<file path="config.mk">
export PLATFORM = sky130hd
export DESIGN_NAME = top_k_score_heap
export DESIGN_NICKNAME = d
export VERILOG_FILES = /design/src/sv/tkh_pkg.sv /design/src/sv/tkh_ram.sv /design/src/sv/top_k_score_heap.sv
export SDC_FILE = /design/constraint.sdc
export NUM_CORES = 2
export LEC_CHECK = 0
export ABC_AREA = 0
export BUFFER_PORTS_ARGS = -buffer_cell sky130_fd_sc_hd__buf_2
export CAP_MARGIN = 20
export CORE_MARGIN = 5
export CORE_UTILIZATION = 61
export CTS_BUF_LIST = sky130_fd_sc_hd__clkbuf_8
export DETAILED_ROUTE_END_ITERATION = 10
export PLACE_DENSITY = 0.78
export SYNTH_ARGS = -nofsm -noshare
export SYNTH_HDL_FRONTEND = slang
export SYNTH_SLANG_ARGS = --single-unit
export TNS_END_PERCENT = 100
</file>
<file path="constraint.sdc">
create_clock -name i_clk -period 14.6 [get_ports i_clk]
set_input_delay 2.92 -clock i_clk [delete_from_list [all_inputs] [get_ports i_clk]]
set_output_delay 2.92 -clock i_clk [all_outputs]
set_load 0.02 [all_outputs]
</file>
<file path="src/sv/tkh_pkg.sv">
// Shared definitions for the top-k score heap: sizes, entry type, codes and
// the entry ordering function. Used by the top level and its checker.
package tkh_pkg;

    // Capacity of the heap and width of the stored node id.
    localparam int K_MAX    = 16;
    localparam int ID_BITS  = 24;

    // Port widths fixed by the interface.
    localparam int NODE_W   = 24;
    localparam int SCORE_W  = 17;
    localparam int CFG_W    = 5;

    // Derived widths.
    localparam int ID_W     = (ID_BITS < NODE_W) ? ID_BITS : NODE_W;
    localparam int ADDR_W   = (K_MAX > 1) ? $clog2(K_MAX) : 1;
    localparam int CNT_W    = $clog2(K_MAX + 1);
    localparam int CHILD_W  = ADDR_W + 2;
    localparam int ENTRY_W  = ID_W + SCORE_W;

    // Operation codes of an input transaction.
    localparam logic OP_INSERT = 1'b0;
    localparam logic OP_DRAIN  = 1'b1;

    // One heap entry as stored in memory.
    typedef struct packed {
        logic [ID_W-1:0]    id;
        logic [SCORE_W-1:0] score;
    } t_entry;

    // Controller states.
    typedef enum logic [3:0] {
        S_IDLE,
        S_UP_RD,
        S_UP_CMP,
        S_ROOT_RD,
        S_ROOT_CMP,
        S_DN_RD,
        S_DN_CMP,
        S_SCAN,
        S_PUT
    } t_state;

    // True if entry a ranks below entry b: lower score, or larger id at equal score.
    function automatic logic weaker(input t_entry a, input t_entry b);
        weaker = (a.score < b.score) || ((a.score == b.score) && (a.id > b.id));
    endfunction

endpackage

</file>
<file path="src/sv/tkh_ram.sv">
// Generic synchronous RAM: one write port and two read ports with registered
// read data. No dependencies.
module tkh_ram #(
    parameter int WIDTH = 8,
    parameter int DEPTH = 16
) (
    input  logic                     i_clk,
    input  logic                     i_wr_en,
    input  logic [$clog2(DEPTH)-1:0] i_wr_addr,
    input  logic [WIDTH-1:0]         i_wr_data,
    input  logic [$clog2(DEPTH)-1:0] i_rd_addr_a,
    output logic [WIDTH-1:0]         o_rd_data_a,
    input  logic [$clog2(DEPTH)-1:0] i_rd_addr_b,
    output logic [WIDTH-1:0]         o_rd_data_b
);

    logic [WIDTH-1:0] r_mem [DEPTH];

    // Write, then register both read ports.
    always_ff @(posedge i_clk) begin
        if (i_wr_en) begin
            r_mem[i_wr_addr] <= i_wr_data;
        end
        o_rd_data_a <= r_mem[i_rd_addr_a];
        o_rd_data_b <= r_mem[i_rd_addr_b];
    end

endmodule

</file>
<file path="src/sv/top_k_score_heap.sv">
// Top level of the top-k score heap: controller, heap memory and ranked drain.
// Depends on tkh_pkg and tkh_ram.
//
//  channel   direction  handshake               payload
//  input     in         i_valid / o_stall       i_operation, i_node_id, i_score
//  result    out        o_valid / i_stall       o_out_node, o_out_score,
//                                               o_out_valid, o_last
//  config    in         i_cfg_valid / o_cfg_ready   i_cfg_active_k
//
// An insert into a heap that is not full moves the hole up from the first free
// slot, reading and comparing one parent per level, until the candidate settles
// under its parent or at the root. A full heap reads the root and drops a
// candidate that does not beat it; otherwise the candidate replaces the root and
// sinks, reading both children per level, until it settles. A drain scans the n
// filled entries once per filled slot before loading that slot into the result
// register, and loads each empty slot directly; the result side can stall it.
// Reset is synchronous and clears control state only; the heap memory needs no
// clearing since entries at or beyond the fill count are never read. A
// configuration write waits until the block is idle and no result is pending.
module top_k_score_heap (
    input  logic                        i_clk,
    input  logic                        i_rst_n,
    input  logic                        i_valid,
    output logic                        o_stall,
    input  logic                        i_operation,
    input  logic [tkh_pkg::NODE_W-1:0]  i_node_id,
    input  logic [tkh_pkg::SCORE_W-1:0] i_score,
    output logic                        o_valid,
    input  logic                        i_stall,
    output logic [tkh_pkg::NODE_W-1:0]  o_out_node,
    output logic [tkh_pkg::SCORE_W-1:0] o_out_score,
    output logic                        o_out_valid,
    output logic                        o_last,
    input  logic                        i_cfg_valid,
    output logic                        o_cfg_ready,
    input  logic [tkh_pkg::CFG_W-1:0]   i_cfg_active_k
);

    import tkh_pkg::*;

    t_state              r_state, n_state;
    logic [CNT_W-1:0]    r_k, n_k;
    logic [CNT_W-1:0]    r_fill, n_fill;
    t_entry              r_cand, n_cand;
    logic [ADDR_W-1:0]   r_pos, n_pos;
    logic [CNT_W-1:0]    r_slot, n_slot;
    logic [CNT_W-1:0]    r_j, n_j;
    logic                r_rd_v, n_rd_v;
    logic [ADDR_W-1:0]   r_rd_idx, n_rd_idx;
    t_entry              r_best, n_best;
    logic                r_best_v, n_best_v;
    logic [ADDR_W-1:0]   r_best_idx, n_best_idx;
    logic [K_MAX-1:0]    r_mark, n_mark;
    logic                r_ov, n_ov;
    t_entry              r_out, n_out;
    logic                r_out_v, n_out_v;
    logic                r_last, n_last;

    logic                wr_en;
    logic [ADDR_W-1:0]   wr_addr;
    t_entry              wr_data;
    logic [ADDR_W-1:0]   rd_addr_a, rd_addr_b;
    logic [ENTRY_W-1:0]  rd_raw_a, rd_raw_b;
    t_entry              rd_a, rd_b;

    logic                in_acc, cfg_acc, out_free, is_last_slot;
    logic [CNT_W-1:0]    cfg_k;
    logic [ADDR_W-1:0]   parent;
    logic [CHILD_W-1:0]  child;
    logic [CHILD_W-1:0]  child_r;
    logic [1:0]          low_sel;
    t_entry              low_ent;

    // Heap storage, one entry per slot.
    tkh_ram #(
        .WIDTH (ENTRY_W),
        .DEPTH (K_MAX)
    ) u_heap_ram (
        .i_clk       (i_clk),
        .i_wr_en     (wr_en),
        .i_wr_addr   (wr_addr),
        .i_wr_data   (wr_data),
        .i_rd_addr_a (rd_addr_a),
        .o_rd_data_a (rd_raw_a),
        .i_rd_addr_b (rd_addr_b),
        .o_rd_data_b (rd_raw_b)
    );

    assign rd_a = t_entry'(rd_raw_a);
    assign rd_b = t_entry'(rd_raw_b);

    // Handshakes. The block takes work only while idle.
    assign o_cfg_ready = (r_state == S_IDLE) && !r_ov;
    assign o_stall     = (r_state != S_IDLE) || i_cfg_valid;
    assign in_acc      = i_valid && !o_stall;
    assign cfg_acc     = i_cfg_valid && o_cfg_ready;
    assign out_free    = !r_ov || !i_stall;

    // Effective k: zero reads as one, values above capacity saturate.
    always_comb begin
        if (i_cfg_active_k == '0) begin
            cfg_k = CNT_W'(1);
        end else if (int'(i_cfg_active_k) > K_MAX) begin
            cfg_k = CNT_W'(K_MAX);
        end else begin
            cfg_k = CNT_W'(i_cfg_active_k);
        end
    end

    // Tree neighbors of the current hole position.
    assign parent       = (r_pos - ADDR_W'(1)) >> 1;
    assign child        = {1'b0, r_pos, 1'b1};
    assign child_r      = child + CHILD_W'(1);
    assign is_last_slot = (r_slot == (r_k - CNT_W'(1)));

    // Smallest of the hole candidate and its two children.
    always_comb begin
        low_sel = 2'd0;
        low_ent = r_cand;
        if (weaker(rd_a, low_ent)) begin
            low_sel = 2'd1;
            low_ent = rd_a;
        end
        if ((child_r < CHILD_W'(r_k)) && weaker(rd_b, low_ent)) begin
            low_sel = 2'd2;
            low_ent = rd_b;
        end
    end

    // Next state, memory control and datapath updates.
    always_comb begin
        n_state    = r_state;
        n_k        = r_k;
        n_fill     = r_fill;
        n_cand     = r_cand;
        n_pos      = r_pos;
        n_slot     = r_slot;
        n_j        = r_j;
        n_rd_v     = 1'b0;
        n_rd_idx   = r_rd_idx;
        n_best     = r_best;
        n_best_v   = r_best_v;
        n_best_idx = r_best_idx;
        n_mark     = r_mark;
        n_ov       = r_ov && i_stall;
        n_out      = r_out;
        n_out_v    = r_out_v;
        n_last     = r_last;
        wr_en      = 1'b0;
        wr_addr    = r_pos;
        wr_data    = r_cand;
        rd_addr_a  = '0;
        rd_addr_b  = '0;

        unique case (r_state)
            S_IDLE: begin
                if (cfg_acc) begin
                    n_k    = cfg_k;
                    n_fill = '0;
                end
                if (in_acc) begin
                    n_cand.id    = i_node_id[ID_W-1:0];
                    n_cand.score = i_score;
                    if (i_operation == OP_DRAIN) begin
                        n_slot   = '0;
                        n_j      = '0;
                        n_best_v = 1'b0;
                        n_mark   = '0;
                        n_state  = (r_fill == '0) ? S_PUT : S_SCAN;
                    end else if (r_fill < r_k) begin
                        n_pos   = r_fill[ADDR_W-1:0];
                        n_state = S_UP_RD;
                    end else begin
                        n_state = S_ROOT_RD;
                    end
                end
            end

            // Sift up: fetch the parent of the hole, or settle at the root.
            S_UP_RD: begin
                if (r_pos == '0) begin
                    wr_en   = 1'b1;
                    n_fill  = r_fill + CNT_W'(1);
                    n_state = S_IDLE;
                end else begin
                    rd_addr_a = parent;
                    n_state   = S_UP_CMP;
                end
            end

            // Move the parent down if the candidate ranks below it.
            S_UP_CMP: begin
                wr_en = 1'b1;
                if (weaker(r_cand, rd_a)) begin
                    wr_data = rd_a;
                    n_pos   = parent;
                    n_state = S_UP_RD;
                end else begin
                    n_fill  = r_fill + CNT_W'(1);
                    n_state = S_IDLE;
                end
            end

            S_ROOT_RD: begin
                rd_addr_a = '0;
                n_state   = S_ROOT_CMP;
            end

            // A full heap takes the candidate only if it beats the root.
            S_ROOT_CMP: begin
                if (weaker(rd_a, r_cand)) begin
                    n_pos   = '0;
                    n_state = S_DN_RD;
                end else begin
                    n_state = S_IDLE;
                end
            end

            // Sift down: fetch both children, or settle at a leaf.
            S_DN_RD: begin
                if (child < CHILD_W'(r_k)) begin
                    rd_addr_a = child[ADDR_W-1:0];
                    rd_addr_b = child_r[ADDR_W-1:0];
                    n_state   = S_DN_CMP;
                end else begin
                    wr_en   = 1'b1;
                    n_state = S_IDLE;
                end
            end

            // Lift the weaker child into the hole, or place the candidate.
            S_DN_CMP: begin
                wr_en = 1'b1;
                if (low_sel == 2'd0) begin
                    n_state = S_IDLE;
                end else begin
                    wr_data = low_ent;
                    n_pos   = (low_sel == 2'd1) ? child[ADDR_W-1:0] : child_r[ADDR_W-1:0];
                    n_state = S_DN_RD;
                end
            end

            // Scan the filled entries for the strongest one not yet emitted.
            S_SCAN: begin
                if (r_j < r_fill) begin
                    rd_addr_a = r_j[ADDR_W-1:0];
                    n_rd_v    = 1'b1;
                    n_rd_idx  = r_j[ADDR_W-1:0];
                    n_j       = r_j + CNT_W'(1);
                end
                if (r_rd_v && !r_mark[r_rd_idx] && (!r_best_v || weaker(r_best, rd_a))) begin
                    n_best     = rd_a;
                    n_best_v   = 1'b1;
                    n_best_idx = r_rd_idx;
                end
                if ((r_j == r_fill) && !r_rd_v) begin
                    n_state = S_PUT;
                end
            end

            // Load one ranked slot into the output register.
            S_PUT: begin
                if (out_free) begin
                    n_ov   = 1'b1;
                    n_last = is_last_slot;
                    if (r_slot < r_fill) begin
                        n_out               = r_best;
                        n_out_v             = 1'b1;
                        n_mark[r_best_idx]  = 1'b1;
                    end else begin
                        n_out   = '0;
                        n_out_v = 1'b0;
                    end
                    if (is_last_slot) begin
                        n_fill  = '0;
                        n_state = S_IDLE;
                    end else begin
                        n_slot = r_slot + CNT_W'(1);
                        if ((r_slot + CNT_W'(1)) < r_fill) begin
                            n_j      = '0;
                            n_best_v = 1'b0;
                            n_state  = S_SCAN;
                        end
                    end
                end
            end

            default: begin
                n_state = S_IDLE;
            end
        endcase
    end

    // State register and control state.
    always_ff @(posedge i_clk) begin
        if (!i_rst_n) begin
            r_state  <= S_IDLE;
            r_k      <= CNT_W'(K_MAX);
            r_fill   <= '0;
            r_rd_v   <= 1'b0;
            r_best_v <= 1'b0;
            r_mark   <= '0;
            r_ov     <= 1'b0;
            r_slot   <= '0;
            r_j      <= '0;
        end else begin
            r_state  <= n_state;
            r_k      <= n_k;
            r_fill   <= n_fill;
            r_rd_v   <= n_rd_v;
            r_best_v <= n_best_v;
            r_mark   <= n_mark;
            r_ov     <= n_ov;
            r_slot   <= n_slot;
            r_j      <= n_j;
        end
    end

    // Payload registers.
    always_ff @(posedge i_clk) begin
        r_cand     <= n_cand;
        r_pos      <= n_pos;
        r_rd_idx   <= n_rd_idx;
        r_best     <= n_best;
        r_best_idx <= n_best_idx;
        r_out      <= n_out;
        r_out_v    <= n_out_v;
        r_last     <= n_last;
    end

    // Result port.
    assign o_valid     = r_ov;
    assign o_out_node  = NODE_W'(r_out.id);
    assign o_out_score = r_out.score;
    assign o_out_valid = r_out_v;
    assign o_last      = r_last;

endmodule

</file>
; Word level (Yosys, flattened, before mapping)
; Memory sizes are Yosys's and may differ from the RTL's. A register that Yosys moved wholly into a read port is not among the register bits.
; Cells that the tools add are included.
[totals]
register_bits = 180
latchBits = 0
ram_bits = 656
romBits = 0
inputBits = 52
output_inout_bits = 46
word_cells = 208
memories = 1
[mem_list]
columns = name, words, width, read_ports, rd_clocked_by_memory_dff, write_ports, line
row1 = u_heap_ram.r_mem, 16, 41, 2, 2, 1, tkh_ram.sv:17  ; logic [WIDTH-1:0] r_mem [DEPTH];
[classes]
n_addsub = 6
mul = 0
n_div = 0
magnitude_cmp = 18
n_eq_ne = 34
shift = 0
mux = 78
n_bitwise = 1
reduce_logical = 50
[op_table]
columns = cell, n
row1 = 41-bit two-way mux, 4
row2 = 24-bit > comparator, 4
row3 = 41-bit case mux with 2 select lines, 1
row4 = 5-bit two-way mux, 15
row5 = 4-bit two-way mux, 18
row6 = 17-bit == test, 4
row7 = 17-bit < comparator, 4
row8 = 16-bit two-way mux, 4
row9 = 4-bit case mux with 9 select lines, 1
row10 = "2-bit inequality test, second input constant", 17
row11 = 16-bit case mux with 2 select lines, 1
row12 = 5-bit < comparator, 5
row13 = 7-bit AND reduction, 3
row14 = 5-bit case mux with 4 select lines, 1
row15 = 1-bit two-way mux, 18
row16 = "4-bit by 3-bit == test with 1-bit output, second input constant", 4
row17 = 16-bit bitwise OR, 1
row18 = 4-bit case mux with 4 select lines, 1
row19 = "5-bit by 1-bit adder with 5-bit output, second input constant", 3
row20 = 5-bit case mux with 3 select lines, 1
row21 = 1-bit logical AND, 13
row22 = 3-bit two-way mux, 4
row23 = 4-bit case mux with 3 select lines, 1
row24 = 2-bit AND reduction, 6
row25 = other kinds (31), 53

; Logic depth before layout (Yosys ltp)
[logic_depth]
ltp_word = 13
mapped_depth = 22
ltp_nobuf = 19

; Cells and area by module
; Synthesis repeated with hierarchy kept, for this count alone.
[unflattened]
cells_unflattened = 2666
area_unflattened_um2 = 42709.7
[by_module_without_submodules]
columns = module, instances, cells_per_inst, area_each_um2, seq_area_each_um2
row1 = tkh_ram, 1, 1453, 30977.2, 21340.5
row2 = top_k_score_heap, 1, 1213, 11732.5, 4974.8

; Worst setup path before layout
; Ideal clock, no wire load.
[synth_path]
path_kind = input-to-output
start = input port i_cfg_valid
end = output port o_stall
t_arrival_ns = 3.264
t_required_ns = 11.680
slack_ns = 8.416
path_stages = 1
path_buffers = 0
cell_sequence = or2_2
[synth_via]
elab_chain_len = 1
[synth_lines]
columns = element, line
row1 = from (decl), top_k_score_heap.sv:34  ; input logic i_cfg_valid,
row2 = 1-bit logical OR, top_k_score_heap.sv:94  ; assign o_stall = (r_state != S_IDLE) || i_cfg_valid;
row3 = to (decl), top_k_score_heap.sv:24  ; output logic o_stall,
; Every way passes these cells.

; Worst setup path in the final report
[layout_path]
start = register r_cand[16] (netlist bit)
end = memory u_heap_ram.r_mem[7][0] (netlist bit) (data pin)
[layout_via]
elab_chain_len = 12
word_cells_on_any_way = 22
classes_between = 4 x order compare / 3 x eq/ne / 7 x mux / 8 x reduce/logical
[layout_lines]
columns = element, line
row1 = from (decl), top_k_score_heap.sv:44  ; t_entry r_cand, n_cand;
row2 = from (signal assigned), top_k_score_heap.sv:321  ; r_cand <= n_cand;
row3 = "parallel branches: the longest is 11 deep, another holds 24-bit > comparator", -
row4 = 41-bit case mux with 2 select lines (*), top_k_score_heap.sv:155  ; unique case (r_state)
row5 = named net u_heap_ram.i_wr_data[0], tkh_ram.sv:10  ; input logic [WIDTH-1:0] i_wr_data,
row6 = to (decl), tkh_ram.sv:17
; Mark *: on every way through the listed nets, which the timed path passes.

==> metrics.csv <==
stage,metric,value,unit
status,status,finished clean,
cts,post_cts_buffers,0,
cts,cts_root_buf,clkbuf_8,
logic_synthesis,yosys-top-cells-area,"edfxtp_1 (57%), nand2_1 (6.7%), dfxtp_1 (6.0%), ha_1 (4.7%), mux4_2 (2.5%)",
logic_synthesis,synth.top_cell.area_share,0.5680,
finish,multi_input_area,0.01455,mm^2
global_routing,gr-total-overflow,0,
finish,regArea,0.02632,mm^2
logic_synthesis,syn_area,0.04192,mm^2
routing,post_drt_via_cell_ratio,6.793,
floorplan,initial_core_util,0.6134,
finish,area_growth_syn_to_layout,10.53,%
finish,final_nets,3749,
finish,fillers,4637,
logic_synthesis,synth_edf_count,793,
placed_design,hpwl,71600,um
routing,firstDrtPassIters,10,
sta,rsz0062_at_grt,no,
worst_setup_path,r2r-end,u_heap_ram.r_mem[7][0]$_DFFE_PP_,
power_and_ir_drop,leakage,17.45,nW
sta,hold_violations,0,
routing,ant_nets,0,
sta,setup_viol,0,
worst_setup_path,crit_buf_inv,3,
worst_setup_path,rrSetupSlack,6.84,ns
sta,max_freq,128.9,MHz
global_routing,busiest_layer,met2,
global_routing,grt_use_total,0.3338,
finish,drive_gt1_frac,0.1292,
global_routing,met1_usage,0.4663,
sta,period_minus_slack,7.761,ns
placed_design,placed_cell_area,0.04324,mm^2
worst_setup_path,r2r_cells,20,
worst_setup_path,criticalPathCategory,reg -> reg,
sta,final-max-slew-violation-count,0,
worst_setup_path,cpMaxStageDelayCell,o221ai_1,
logic_synthesis,synth.avg_cell_area,12.27,um^2
logic_synthesis,synth.largest_area_cell,edfxtp_1,
logic_synthesis,syn_inst,3417,
global_routing,grt_max_degree,123,
cts,cts_made_buffers,144,
routing,post_drt_wl_per_cell,27.95,um
floorplan,core_area,0.06835,mm^2
logic_synthesis,yosysWarnings,0,
cts,cts_hold_buf,0,
routing,drt-total-wl,126900,um
worst_setup_path,r2r-start,r_cand[16]$_DFFE_PP_,
sta,hold_slack,0.4746,ns
worst_setup_path,cp_data_required_time,15.00,ns
worst_setup_path,startpoint_type,flop,
worst_setup_path,crit_fanout,62,
sta,slew_headroom,0.1643,
worst_setup_path,cp.arrival,8.16,ns
worst_hold_path,min_to,r_mark[15]$_SDFFE_PN0P_,
placed_design,io_buffers,97,
logic_synthesis,ys_ff_latch,918,
worst_setup_path,crit_chain,inv_1 -> ha_1 -> nand4_1 -> nor2_1 -> nand3_1 -> a31oi_1 -> o21ai_0 -> nand2_2 -> buf_4 -> a21oi_1 -> ha_1 -> nand4_1 -> nor4_1 -> nand2_1 -> and4_1 -> o21a_1 -> a211oi_2 -> a21oi_4 -> buf_4 -> o221ai_1,
cts,cts_tree,built,
finish,fin_area,0.04634,mm^2
placed_design,place_congestion,0.9392,
worst_hold_path,hold_depth,2,
global_routing,antenna_found_initial,6,
floorplan,dieArea,0.07407,mm^2
sta,tns,0,ns
floorplan,die_x,272.2,um
floorplan,fp.dieH,272.2,um
job,max-cap-violations,0,
cts,clock_latency,0.80,ns
global_routing,grt_pass1_vias,29110,
cts,cts.sinks,918,
logic_synthesis,async_reset_ff_frac,0,
sta,fin_skew,0.03055,ns
finish,final_cell_mix,"edfxtp_1 (793), nand2_1 (747), clkbuf_8 (164), ha_1 (157), inv_1 (153)",
worst_setup_path,path_delay_family,compound AO/OA/AOI/OAI gates,
logic_synthesis,synth_nets,3626,
cts,ctsLongestPathBuffers,3,
power_and_ir_drop,p_per_area,164.3,mW/mm^2
worst_setup_path,cpPeakStageDelay,1.00,ns
logic_synthesis,synth_cell_type_count,78,
worst_hold_path,min_from,r_mark[15]$_SDFFE_PN0P_,
cts,clk_pin_slew,0.07,ns
logic_synthesis,ys_seq_area_frac,0.6277,
cts,htreeDepth,4,
finish,layout_commonest_cell,edfxtp_1,
power_and_ir_drop,ir_drop,116.5,uV
global_routing,grt_first_pass_wirelength,184500,um
routing,vias,30840,
worst_hold_path,hold_class,reg -> reg,
floorplan,ios,98,
global_routing,use_met2,0.5036,
logic_synthesis,ys.flop_type,edfxtp_1,
cts,cts_resized,0,
floorplan,rows,96,
worst_setup_path,crit_path_end_kind,flop,
routing,remaining_drc_errors,0,
sta,worstMarginPinSlew,1.254,ns
sta,fin_crit_sh,0.5315,
routing,drt_first_iter_violations,5050,
global_routing,grt_use_met3,0.08747,
-- state kept, by name, indices dropped and copies added, names as in the netlist --
signal	flops
o_last	1
o_out_node	24
o_out_score	17
o_out_valid	1
o_valid	1
r_best	41
r_best_idx	4
r_best_v	1
r_cand	41
r_fill	5
r_j	5
r_k	5
r_mark	16
r_pos	4
r_rd_idx	4
r_rd_v	1
r_slot	5
r_state	4
u_heap_ram.o_rd_data_a	41
u_heap_ram.o_rd_data_b	41
u_heap_ram.r_mem	656
-- layer usage --
| layer | routed length [um] | vias to the layer above |
|---|---|---|
| li1 | - | 13100 |
| met1 | 46010 | 14710 |
| met2 | 55970 | 2583 |
| met3 | 19070 | 452 |
| met4 | 5802 | 4 |
| met5 | 19 | - |
-- Yosys cell counts, drive strengths merged (7+ instances only) --
| cell type | count |
|---|---|
| edfxtp | 793 |
| nand2 | 749 |
| ha | 157 |
| a21oi | 141 |
| dfxtp | 125 |
| nor2 | 119 |
| o21ai | 115 |
| clkbuf | 114 |
| inv | 107 |
| mux2i | 102 |
| buf | 88 |
| and3 | 82 |
| a311oi | 81 |
| nand3 | 61 |
| and2 | 48 |
| mux4 | 46 |
| o21a | 46 |
| or3 | 45 |
| a221o | 42 |
| o221ai | 42 |
| a2111oi | 41 |
| a311o | 38 |
| nand4 | 30 |
| a31oi | 26 |
| a21o | 23 |
| nor2b | 23 |
| nor3 | 19 |
| nand2b | 11 |
| xnor2 | 10 |
| a211oi | 9 |
| o211ai | 8 |
| xor2 | 7 |
-- where the power goes --
group          internal, mW  switching [mW]
logic                 0.748            1.44
clock network          1.12            1.00
registers              3.16           0.142
-- per-stage QoR --
stage / power [mW] / cells / setup WS [ns] / utilization
2_1_floorplan: 4.755 / 3417 / 8.416 / -
3_3_place_gp: 5.344 / 4242 / 7.239 / 0.6326
3_5_place_dp: 5.429 / 4242 / 7.138 / 0.6326
4_1_cts: 7.513 / 4502 / 7.108 / 0.6736
5_1_grt: 7.917 / 4537 / 6.799 / 0.6779
6_report: 7.612 / 4540 / 6.839 / 0.6780
-- worst max-delay path by stage --
stage	from	to	slack, ns	cells past startpoint
finish	r_cand[16]$_DFFE_PP_	u_heap_ram.r_mem[7][0]$_DFFE_PP_	6.84	20
global route	r_cand[4]$_DFFE_PP_	u_heap_ram.r_mem[7][4]$_DFFE_PP_	6.80	19
CTS	r_cand[15]$_DFFE_PP_	u_heap_ram.r_mem[10][32]$_DFFE_PP_	7.11	20
detailed placement	r_cand[2]$_DFFE_PP_	u_heap_ram.r_mem[12][12]$_DFFE_PP_	7.14	19
global placement	r_cand[16]$_DFFE_PP_	u_heap_ram.r_mem[12][24]$_DFFE_PP_	7.24	20
floorplan	i_cfg_valid	o_stall	8.42	1
-- worst register-to-register path, cell delays in order, from the launching register on --
cell and delay, ns:
edfxtp_1 0.43, inv_1 0.07, ha_1 0.30, nand4_1 0.19
nor2_1 0.25, nand3_1 0.27, a31oi_1 0.28, o21ai_0 0.32
nand2_2 0.45, buf_4 0.63, a21oi_1 0.19, ha_1 0.32
nand4_1 0.16, nor4_1 0.72, nand2_1 0.20, and4_1 0.26
o21a_1 0.12, a211oi_2 0.47, a21oi_4 0.35, buf_4 0.38
o221ai_1 1.02
-- logic make-up (layout without fill, tap and decap cells) --
group / Yosys count / after routing / synth area share
multiplexers: 149 / 149 / 0.04933
flip-flops: 918 / 918 / 0.6277
AND/OR/NAND/NOR: 1214 / 1214 / 0.1291
other: 0 / 4 / 0
AO/OA/AOI/OAI: 651 / 651 / 0.1118
buffers and inverters: 310 / 547 / 0.03113
XOR/XNOR: 18 / 18 / 0.004089
adder cells (fa/ha/maj): 157 / 157 / 0.04686
-- layout make-up --
cell class / count / area share
diodes: 4 / 0.0002160
clock buffers: 164 / 0.04871
clock inverters: 96 / 0.01180
inverters: 108 / 0.008776
multi-input cells: 2189 / 0.3140
flip-flops and latches: 918 / 0.5679
well taps: 882 / 0.02382
repair buffers: 179 / 0.02473
Power figures use the tool's default switching activity.
